--- config.mk ---
export PLATFORM = sky130hd
export DESIGN_NAME = mfld_line_walk
export DESIGN_NICKNAME = d
export VERILOG_FILES = /design/src/hdl/mfld_pkg.sv /design/src/hdl/mfld_line_walk.sv
export SDC_FILE = /design/constraint.sdc
export NUM_CORES = 1
export LEC_CHECK = 0
export ABC_AREA = 1
export BUFFER_PORTS_ARGS = -buffer_cell sky130_fd_sc_hd__buf_2
export CAP_MARGIN = 15
export CORE_ASPECT_RATIO = 1.25
export CORE_UTILIZATION = 40
export CTS_BUF_LIST = sky130_fd_sc_hd__clkbuf_8
export DETAILED_ROUTE_END_ITERATION = 16
export GPL_TIMING_DRIVEN = 1
export PLACE_DENSITY = 0.55
export SLEW_MARGIN = 0
export SYNTH_ARGS = -nofsm -noshare
export SYNTH_HDL_FRONTEND = slang
export SYNTH_SLANG_ARGS = --single-unit
--- constraint.sdc ---
create_clock -name clock -period 6.2 [get_ports clock]
set_input_delay 1.24 -clock clock [delete_from_list [all_inputs] [get_ports clock]]
set_output_delay 1.24 -clock clock [all_outputs]
set_load 0.02 [all_outputs]
--- src/hdl/mfld_pkg.sv ---
// Shared types and constants for the monochrome framebuffer line engine.
package mfld_pkg;

   localparam int COORD_W   = 10;
   localparam int ERR_W     = 13;
   localparam int IDX_W     = 13;
   localparam int WIDTH_W   = 8;
   localparam int HEIGHT_W  = 7;
   localparam int DATA_W    = 8;
   localparam int ADDR_IN_W = 10;
   localparam int OP_W      = 2;
   localparam int CSR_IDX_W = 2;
   localparam int CSR_DAT_W = 8;

   localparam logic [OP_W-1:0] OP_DRAW  = 2'd0;
   localparam logic [OP_W-1:0] OP_CLEAR = 2'd1;
   localparam logic [OP_W-1:0] OP_READ  = 2'd2;

   localparam logic [CSR_IDX_W-1:0] CSR_PANEL_WIDTH  = 2'd0;
   localparam logic [CSR_IDX_W-1:0] CSR_PANEL_HEIGHT = 2'd1;

   localparam logic [WIDTH_W-1:0]  WIDTH_RESET  = 8'd128;
   localparam logic [HEIGHT_W-1:0] HEIGHT_RESET = 7'd64;

   typedef enum logic [2:0] {
      ST_INIT,
      ST_IDLE,
      ST_DRAW,
      ST_CLEAR,
      ST_READ,
      ST_FINISH
   } state_type;

   // one pixel from the line walker per cycle
   typedef struct packed {
      logic             hit;
      logic             last;
      logic [IDX_W-1:0] idx;
      logic [2:0]       bit_sel;
   } pix_type;

endpackage

--- src/hdl/mfld_line_walk.sv ---
// Bresenham line walker: one pixel position and its byte index per cycle.
module mfld_line_walk #(
   parameter int STORE_BYTES = 1024
) (
   input  logic                                clock,
   input  logic                                reset,
   input  logic                                start,
   input  logic signed [mfld_pkg::COORD_W-1:0] x_start,
   input  logic signed [mfld_pkg::COORD_W-1:0] y_start,
   input  logic signed [mfld_pkg::COORD_W-1:0] x_end,
   input  logic signed [mfld_pkg::COORD_W-1:0] y_end,
   input  logic [mfld_pkg::WIDTH_W-1:0]        width,
   input  logic [mfld_pkg::HEIGHT_W-1:0]       height,
   output mfld_pkg::pix_type                   pix
);
   import mfld_pkg::*;

   logic                      active_ff, active_in;
   logic signed [COORD_W-1:0] x_ff, x_in, y_ff, y_in, xe_ff, ye_ff;
   logic signed [COORD_W:0]   dx_ff, dy_ff;
   logic                      sx_neg_ff, sy_neg_ff;
   logic signed [ERR_W-1:0]   err_ff, err_in;

   logic signed [COORD_W:0]   diff_x, diff_y, abs_x, abs_y;
   logic signed [ERR_W:0]     e2;
   logic                      step_x, step_y, at_end;
   logic                      on_panel;
   logic [IDX_W-1:0]          idx;

   // load values
   assign diff_x = (COORD_W+1)'(x_end) - (COORD_W+1)'(x_start);
   assign diff_y = (COORD_W+1)'(y_end) - (COORD_W+1)'(y_start);
   assign abs_x  = diff_x[COORD_W] ? -diff_x : diff_x;
   assign abs_y  = diff_y[COORD_W] ? -diff_y : diff_y;

   // step decision
   assign e2     = (ERR_W+1)'(err_ff) <<< 1;
   assign step_x = e2 > -((ERR_W+1)'(dy_ff));
   assign step_y = e2 < (ERR_W+1)'(dx_ff);
   assign at_end = (x_ff == xe_ff) && (y_ff == ye_ff);

   always_comb begin
      active_in = active_ff;
      x_in      = x_ff;
      y_in      = y_ff;
      err_in    = err_ff;
      if (start) begin
         active_in = 1'b1;
         x_in      = x_start;
         y_in      = y_start;
         err_in    = ERR_W'(abs_x) - ERR_W'(abs_y);
      end else if (active_ff) begin
         if (at_end) begin
            active_in = 1'b0;
         end else begin
            err_in = err_ff - (step_x ? ERR_W'(dy_ff) : '0) + (step_y ? ERR_W'(dx_ff) : '0);
            if (step_x) begin
               x_in = sx_neg_ff ? x_ff - COORD_W'(1) : x_ff + COORD_W'(1);
            end
            if (step_y) begin
               y_in = sy_neg_ff ? y_ff - COORD_W'(1) : y_ff + COORD_W'(1);
            end
         end
      end
   end

   always_ff @(posedge clock) begin
      if (reset) begin
         active_ff <= 1'b0;
      end else begin
         active_ff <= active_in;
      end
      x_ff   <= x_in;
      y_ff   <= y_in;
      err_ff <= err_in;
      if (start) begin
         xe_ff     <= x_end;
         ye_ff     <= y_end;
         dx_ff     <= abs_x;
         dy_ff     <= abs_y;
         sx_neg_ff <= !(diff_x > 0);
         sy_neg_ff <= !(diff_y > 0);
      end
   end

   // panel clip and page address
   assign on_panel = !x_ff[COORD_W-1] && !y_ff[COORD_W-1]
                     && (x_ff[COORD_W-2:0] < (COORD_W-1)'(width))
                     && (y_ff[COORD_W-2:0] < (COORD_W-1)'(height));
   assign idx = IDX_W'(x_ff[WIDTH_W-1:0])
              + IDX_W'(y_ff[HEIGHT_W-1:3]) * IDX_W'(width);

   assign pix.hit     = active_ff && on_panel && (32'(idx) < 32'(STORE_BYTES));
   assign pix.last    = active_ff && at_end;
   assign pix.idx     = idx;
   assign pix.bit_sel = y_ff[2:0];

endmodule

==> results.toml, run 1 <==
[setup_path]
endpoint_kind = "primary output"
timing.rr.end = "err_ff[9]"
timing.rr.start = "dy_ff[0]"
reg2regPathDepth = 30
critPathLaunchType = "primary input"
path_depth = 17
cp.arrival_ns = 4.68
max_stage_delay_ns = 0.55
path_max_fanout = 6
worst-setup-path-type = "primary input to primary output"
rrSetupSlack_ns = 0.64
cp_cell_sequence = "buf_2, nand2_1, fa_1, inv_1, fa_1, fa_1, ha_2, a21oi_1, inv_1, a31oi_4, o21ai_1, a21oi_1, nand2_1, nand2_1, nand3_1, nor3_1, buf_2"
crit_end = "pix[17]"
critPathBufInv = 4
cp.required_ns = 4.96
slowest_stage = "fa_1"
worst_path_dominant_cell_family = "adder cells"
cp-startpoint = "width[2]"

[yosys]
yosysSeqAreaShare_pct = 25.7
synth_top_area_share_pct = 25.5
ys_warn_count = 0
synth_most_common_cell = "nand2_1"
avgSynthCellArea_um2 = 7.66
synth_area_um2 = 9080
synth_seq_cells = 78
synthesis.nets = 1403
synth_common_cells = "257 x nand2_1, 228 x inv_1, 124 x ha_1"
synth_edf_count = 77
synth_cells = 1185
ys_types = 50
synthTopCellsByArea = "edfxtp_1 25%, ha_1 17%, nand2_1 11%"
synthArstFlopShare_pct = 0
yosysTopAreaCell = "edfxtp_1"
synth_ff_type = "edfxtp_1"

[global_routing]
grt_use_total_pct = 20.9
globalRouteOverflowTotal = 0
grt_pass1_wl_mm = 37.3
grt_max_degree = 70
grt_pass1_vias = 7558
antenna_found_initial = 0

[route]
routed_via_density = 4.98
vias = 7709
drc = 0
drt_first_iter_violations = 398
routed_wl_mm = 23.0
avgRoutedWirePerCell_um = 14.9
drt_first_pass_iters = 5
ant_nets = 0

[final_layout]
areaGrowthSynthToFinish_pct = 10.4
finalNetCount = 1478
drive_gt1_share_pct = 10.5
diodes = 0
final_cells = 1548

[pwr]
leakage_uw = 0.00519
vdd_drop_max_mv = 0.573
powerDensity_nw_per_um2 = 572

[placed_design]
dpl.hpwl_mm = 19.1
port-buffer-count = 75
dp_cells = 1532
gp_congestion = 0.881

[sta]
tightest_slew_ns = 0.879
finalCriticalPeriod_ns = 5.92
max-slew-margin-rel_pct = 41.4
finClkSkew_ns = 0.0158
setup_viol = 0
rsz0062_at_grt = "no"
min_period_over_period_pct = 95.5
fmax_ghz = 0.169
tns_ns = 0
drv_slew = 0
hold_viol_final = 0

[floorplan]
fp.dieArea_um2 = 23300
io_pins = 76
std_cell_rows = 61
initial_core_util_pct = 40.8
die_height_um = 170
design.core.area_um2 = 22300
die_x_um = 137

[clock_network]
clkSlewWorstSetupHoldPaths_ns = 0.09
cts_buffer_depth = 2
cts_buffers = 9
htreeDepth = 3
cts.sinks = 78
cts_root_buffer = "clkbuf_8"
cts_tree = "yes"
clock_latency_ns = 0.37

[outcome]
status = "completed"

[job]
drv_cap = 0

[worst_hold_path]
hold_class = "flop to flop"
==> worst min path at each step <==
stage | end | cells past startpoint | startpoint | slack, ns
6_report | active_ff | 2 | active_ff | 0.75
5_1_grt | active_ff | 2 | active_ff | 0.79
4_1_cts | active_ff | 2 | active_ff | 0.76
3_5_place_dp | y_ff[0] | 1 | y_ff[0] | 0.74
3_3_place_gp | y_ff[0] | 1 | y_ff[0] | 0.73
2_1_floorplan | active_ff | 2 | active_ff | 0.50
==> routing by layer <==
layer	wire length [um]	track usage [%]	vias to the layer above	share of wire, %
met5	0	0	-	0
met4	404	5.45	0	1.8
met3	787	2.41	19	3.4
met2	10800	35.5	129	47
met1	11100	27.8	3536	48
li1	-	-	4025	-
==> cells by family (layout without fill, tap and decap cells) <==
| group | Yosys count | count (layout) | synth area share, % |
|---|---|---|---|
| compound gates | 191 | 191 | 11.8 |
| xor+xnor | 63 | 63 | 6.24 |
| fa+ha+maj | 160 | 160 | 25.0 |
| buf+inv | 251 | 331 | 10.6 |
| flops | 78 | 78 | 25.7 |
| simple gates | 442 | 442 | 20.7 |
==> state kept, by name (all words and copies together), names as in the netlist <==
register / cells
x_ff: 10
err_ff: 13
active_ff: 1
sx_neg_ff: 1
xe_ff: 10
y_ff: 10
ye_ff: 10
dy_ff: 11
dx_ff: 11
sy_neg_ff: 1
==> cell type report <==
| cell class | count | area, um2 |
|---|---|---|
| timing repair buffer | 81 | 420 |
| sequential | 78 | 2330 |
| inverter | 234 | 878 |
| clock buffer | 9 | 124 |
| clock inverter | 7 | 97.6 |
| fill | 2323 | 12300 |
| tap | 283 | 354 |
| multi-input combinational | 856 | 5820 |
==> worst reg2reg max path, delay by kind of cell, from the launching register on <==
family                     cells  cell delay [ns]
buffers and inverters          3             0.25
DFF                            1             0.45
AOI/OAI and AO/OA              4             0.73
xor gates and xnor gates       1             0.17
adders and majority gates      4             1.33
and+or+nand+nor               18             2.39
==> where the power goes <==
part	total (uW)	internal, uW	switching (uW)	leakage (uW)
sequential	969	799	170	0.000771
clock	441	228	213	0.000107
combinational	4320	1620	2710	0.00431
==> cell usage in the layout, fill, tap and decap left out, drive strengths merged, types with 2 or more instances in the layout <==
cell type / Yosys / layout
a211oi: 2 / 2
a21o: 6 / 6
a21oi: 84 / 84
a221oi: 2 / 2
a31oi: 5 / 5
buf: 5 / 81
bufinv: 0 / 2
clkbuf: 12 / 9
clkinv: 2 / 5
edfxtp: 77 / 77
fa: 36 / 36
ha: 124 / 124
inv: 232 / 233
nand2: 262 / 262
nand3: 52 / 52
nand3b: 2 / 2
nand4: 13 / 13
nor2: 76 / 76
nor3: 16 / 16
nor3b: 2 / 2
nor4: 3 / 3
o2111ai: 3 / 3
o211ai: 4 / 4
o21ai: 71 / 71
o21bai: 2 / 2
o22ai: 8 / 8
or2: 15 / 15
xnor2: 17 / 17
xor2: 46 / 46
==> repair_timing <==
action / 4_1_cts / 5_1_grt
hold buffers: 0 / 0
setup endpoints to repair: 0 / 1
setup buffers: 0 / 0
gates resized for setup: 0 / 6
==> stage by stage <==
stage	power [uW]	area (um2)	hold slack, ns	worst slack [ns]	util, %
global placement	5200	9780	0.730	0.263	43.9
floorplan	4150	9080	0.500	0.412	-
finish	5730	10000	0.747	0.279	45.0
detailed placement	5220	9780	0.745	0.171	43.9
global route	6390	10000	0.794	0.0151	45.0
CTS	5690	10000	0.763	0.168	44.9
Power figures use the tool's default switching activity.
==> inputs of run 2 (changes only) <==
- BUFFER_PORTS_ARGS: -buffer_cell sky130_fd_sc_hd__buf_2 -> unset
- CORE_MARGIN: unset -> 2
- DONT_BUFFER_PORTS: unset -> 1
- PLACE_DENSITY: 0.55 -> 0.52
==> run 2 against run 1 <==
  * First-iteration DRC count fell by 23%
  * Total power fell by 4.8%
  * Clock power barely moved
  * Global-route usage fell by 0.57 points
  * Combinational power fell by 6.3%
  * Register-to-register slack improved by 0.19 ns
  * Clock skew rose by 0.0084 ns
  * Hold slack got worse by 0.050 ns
  * Core utilization fell by 1.8 points
  * Maximum frequency fell by 0.20%
  * Sequential power barely moved
  * Die area rose by 2.7%
==> results.toml, run 2 (synthesis gave the netlist of run 1 again) <==
[outcome]
status = "completed"

[setup_path]
worst_path_dominant_cell_family = "adder cells"
critPathBufInv = 2
cp.required_ns = 4.96
cp_cell_sequence = "nand2_1, fa_1, fa_1, fa_1, inv_1, ha_1, a21oi_1, nand2_1, a31oi_1, o21ai_1, a21oi_1, nand2_1, nand2_1, nand3_1, nor3_1, buf_4"
path_max_fanout = 5
cpMostUsedCell = "nand2_1"
max_stage_delay_ns = 0.52
critPathLaunchType = "primary input"
reg2regPathDepth = 27
endpoint_kind = "primary output"
worst-setup-path-type = "primary input to primary output"
timing.rr.end = "err_ff[10]"
rrSetupSlack_ns = 0.83
timing.rr.start = "dy_ff[0]"
slowest_stage = "fa_1"
cp.arrival_ns = 4.69

[sta]
rsz0062_at_grt = "no"
tightest_slew_ns = 0.867
max-slew-margin-rel_pct = 42.1
finClkSkew_ns = 0.0242
tns_ns = 0
finalCriticalPeriod_ns = 5.93
post-route-worst-setup-slack_ns = 0.267
fmax_ghz = 0.169
drv_slew = 0
min_period_over_period_pct = 95.7
setup_viol = 0
hold_viol_final = 0

[clock_network]
clock_latency_ns = 0.39
cts_buffer_depth = 2
cts_tree = "yes"
clkSlewWorstSetupHoldPaths_ns = 0.09
ctsResizeCount = 0
cts_root_buffer = "clkbuf_8"
htreeDepth = 3
hold_buffers = 0
cts_buffers = 9
cts_setup_buffers = 0
cts.sinks = 78

[global_routing]
grt_pass1_wl_mm = 38.0
grt_pass1_vias = 7338
globalRouteOverflowTotal = 0
grt_use_total_pct = 20.3
antenna_found_initial = 0
grt_max_degree = 71

[pwr]
powerDensity_nw_per_um2 = 567
vdd_drop_max_mv = 0.575
leakage_uw = 0.00489

[placed_design]
dpl.hpwl_mm = 19.3
port-buffer-count = 0
dp_slack_ns = 0.285
gp_congestion = 0.819

[worst_hold_path]
min_from = "active_ff"
hold_class = "flop to flop"
min_path_cells = 2
hold_end = "active_ff"

[final_layout]
largest_reg_flops = 13
diodes = 0
final_common_cell = "nand2_1"
drive_gt1_share_pct = 4.62
finalNetCount = 1405
fill_cells = 2326
largestRegisters = "err_ff: 13 flops, dx_ff: 11 flops, dy_ff: 11 flops"
regMostFlops = "err_ff"
areaGrowthSynthToFinish_pct = 6.01
utilization_pct = 43.2
layout_common_cells = "257 x nand2_1, 228 x inv_1, 124 x ha_1, 81 x a21oi_1, 77 x edfxtp_1"

[job]
drv_cap = 0

[floorplan]
initial_core_util_pct = 40.8
fp.dieArea_um2 = 23900
design.core.area_um2 = 22300
die_x_um = 139
io_pins = 76
std_cell_rows = 61
die_height_um = 172

[route]
drt_first_pass_iters = 5
ant_nets = 0
routed_via_density = 4.99
drc = 0
vias = 7352
drt_first_iter_violations = 308
routed_wl_mm = 23.3
avgRoutedWirePerCell_um = 15.8
run 2: cell count changes in the layout (fill, tap and decap cells not counted), moves of 2 or more:
cell,delta
ha_1,+2
buf_2,-75
ha_2,-2
buf_4,+2
run 2: cell type report:
type                            count  area [um2]  share of cell area, %
Multi-Input combinational cell    856        5790                   60.2
Clock buffer                        9         124                   1.29
Clock inverter                      6        87.6                  0.910
Timing Repair Buffer                8        60.1                  0.624
Sequential cell                    78        2330                   24.2
Inverter                          234         878                   9.12
Tap cell                          283         354                   3.68
run 2: worst min-delay path, cell delays in order, from the launching register on:
cell,delay [ns]
dfxtp_1,0.36
nand2_1,0.21
a21oi_1,0.09
run 2: where the power goes:
group          leakage (uW)  internal (uW)  switching [uW]
Sequential         0.000771            799             172
Clock             0.0000990            224             214
Combinational       0.00402           1480            2560
Total               0.00489           2510            2950
run 2: per-layer routing:
metal	wire [um]	GRT usage, %	vias up
met5	0	0	-
li1	-	-	3866
met1	10900	26.0	3351
met4	333	5.27	0
met2	11200	35.8	115
met3	913	3.30	20
run 2: worst max-delay path by stage:
stage / endpoint / slack (ns) / start / cells past startpoint
2_1_floorplan: pix[17] / 0.41 / width[0] / 15
3_3_place_gp: pix[17] / 0.38 / width[0] / 16
3_5_place_dp: pix[17] / 0.29 / width[0] / 16
4_1_cts: pix[17] / 0.29 / width[0] / 16
5_1_grt: pix[17] / 0.04 / width[0] / 16
6_report: pix[17] / 0.27 / width[0] / 16
run 2: stage by stage:
stage          cell area (um2)  instances  hold WS [ns]  power, uW
6_report                  9630       1474         0.697       5460
4_1_cts                   9630       1474         0.715       5500
3_3_place_gp              9420       1459         0.712       5020
3_5_place_dp              9420       1459         0.701       5030
5_1_grt                   9630       1474         0.739       6180
2_1_floorplan             9080       1185         0.500       4150
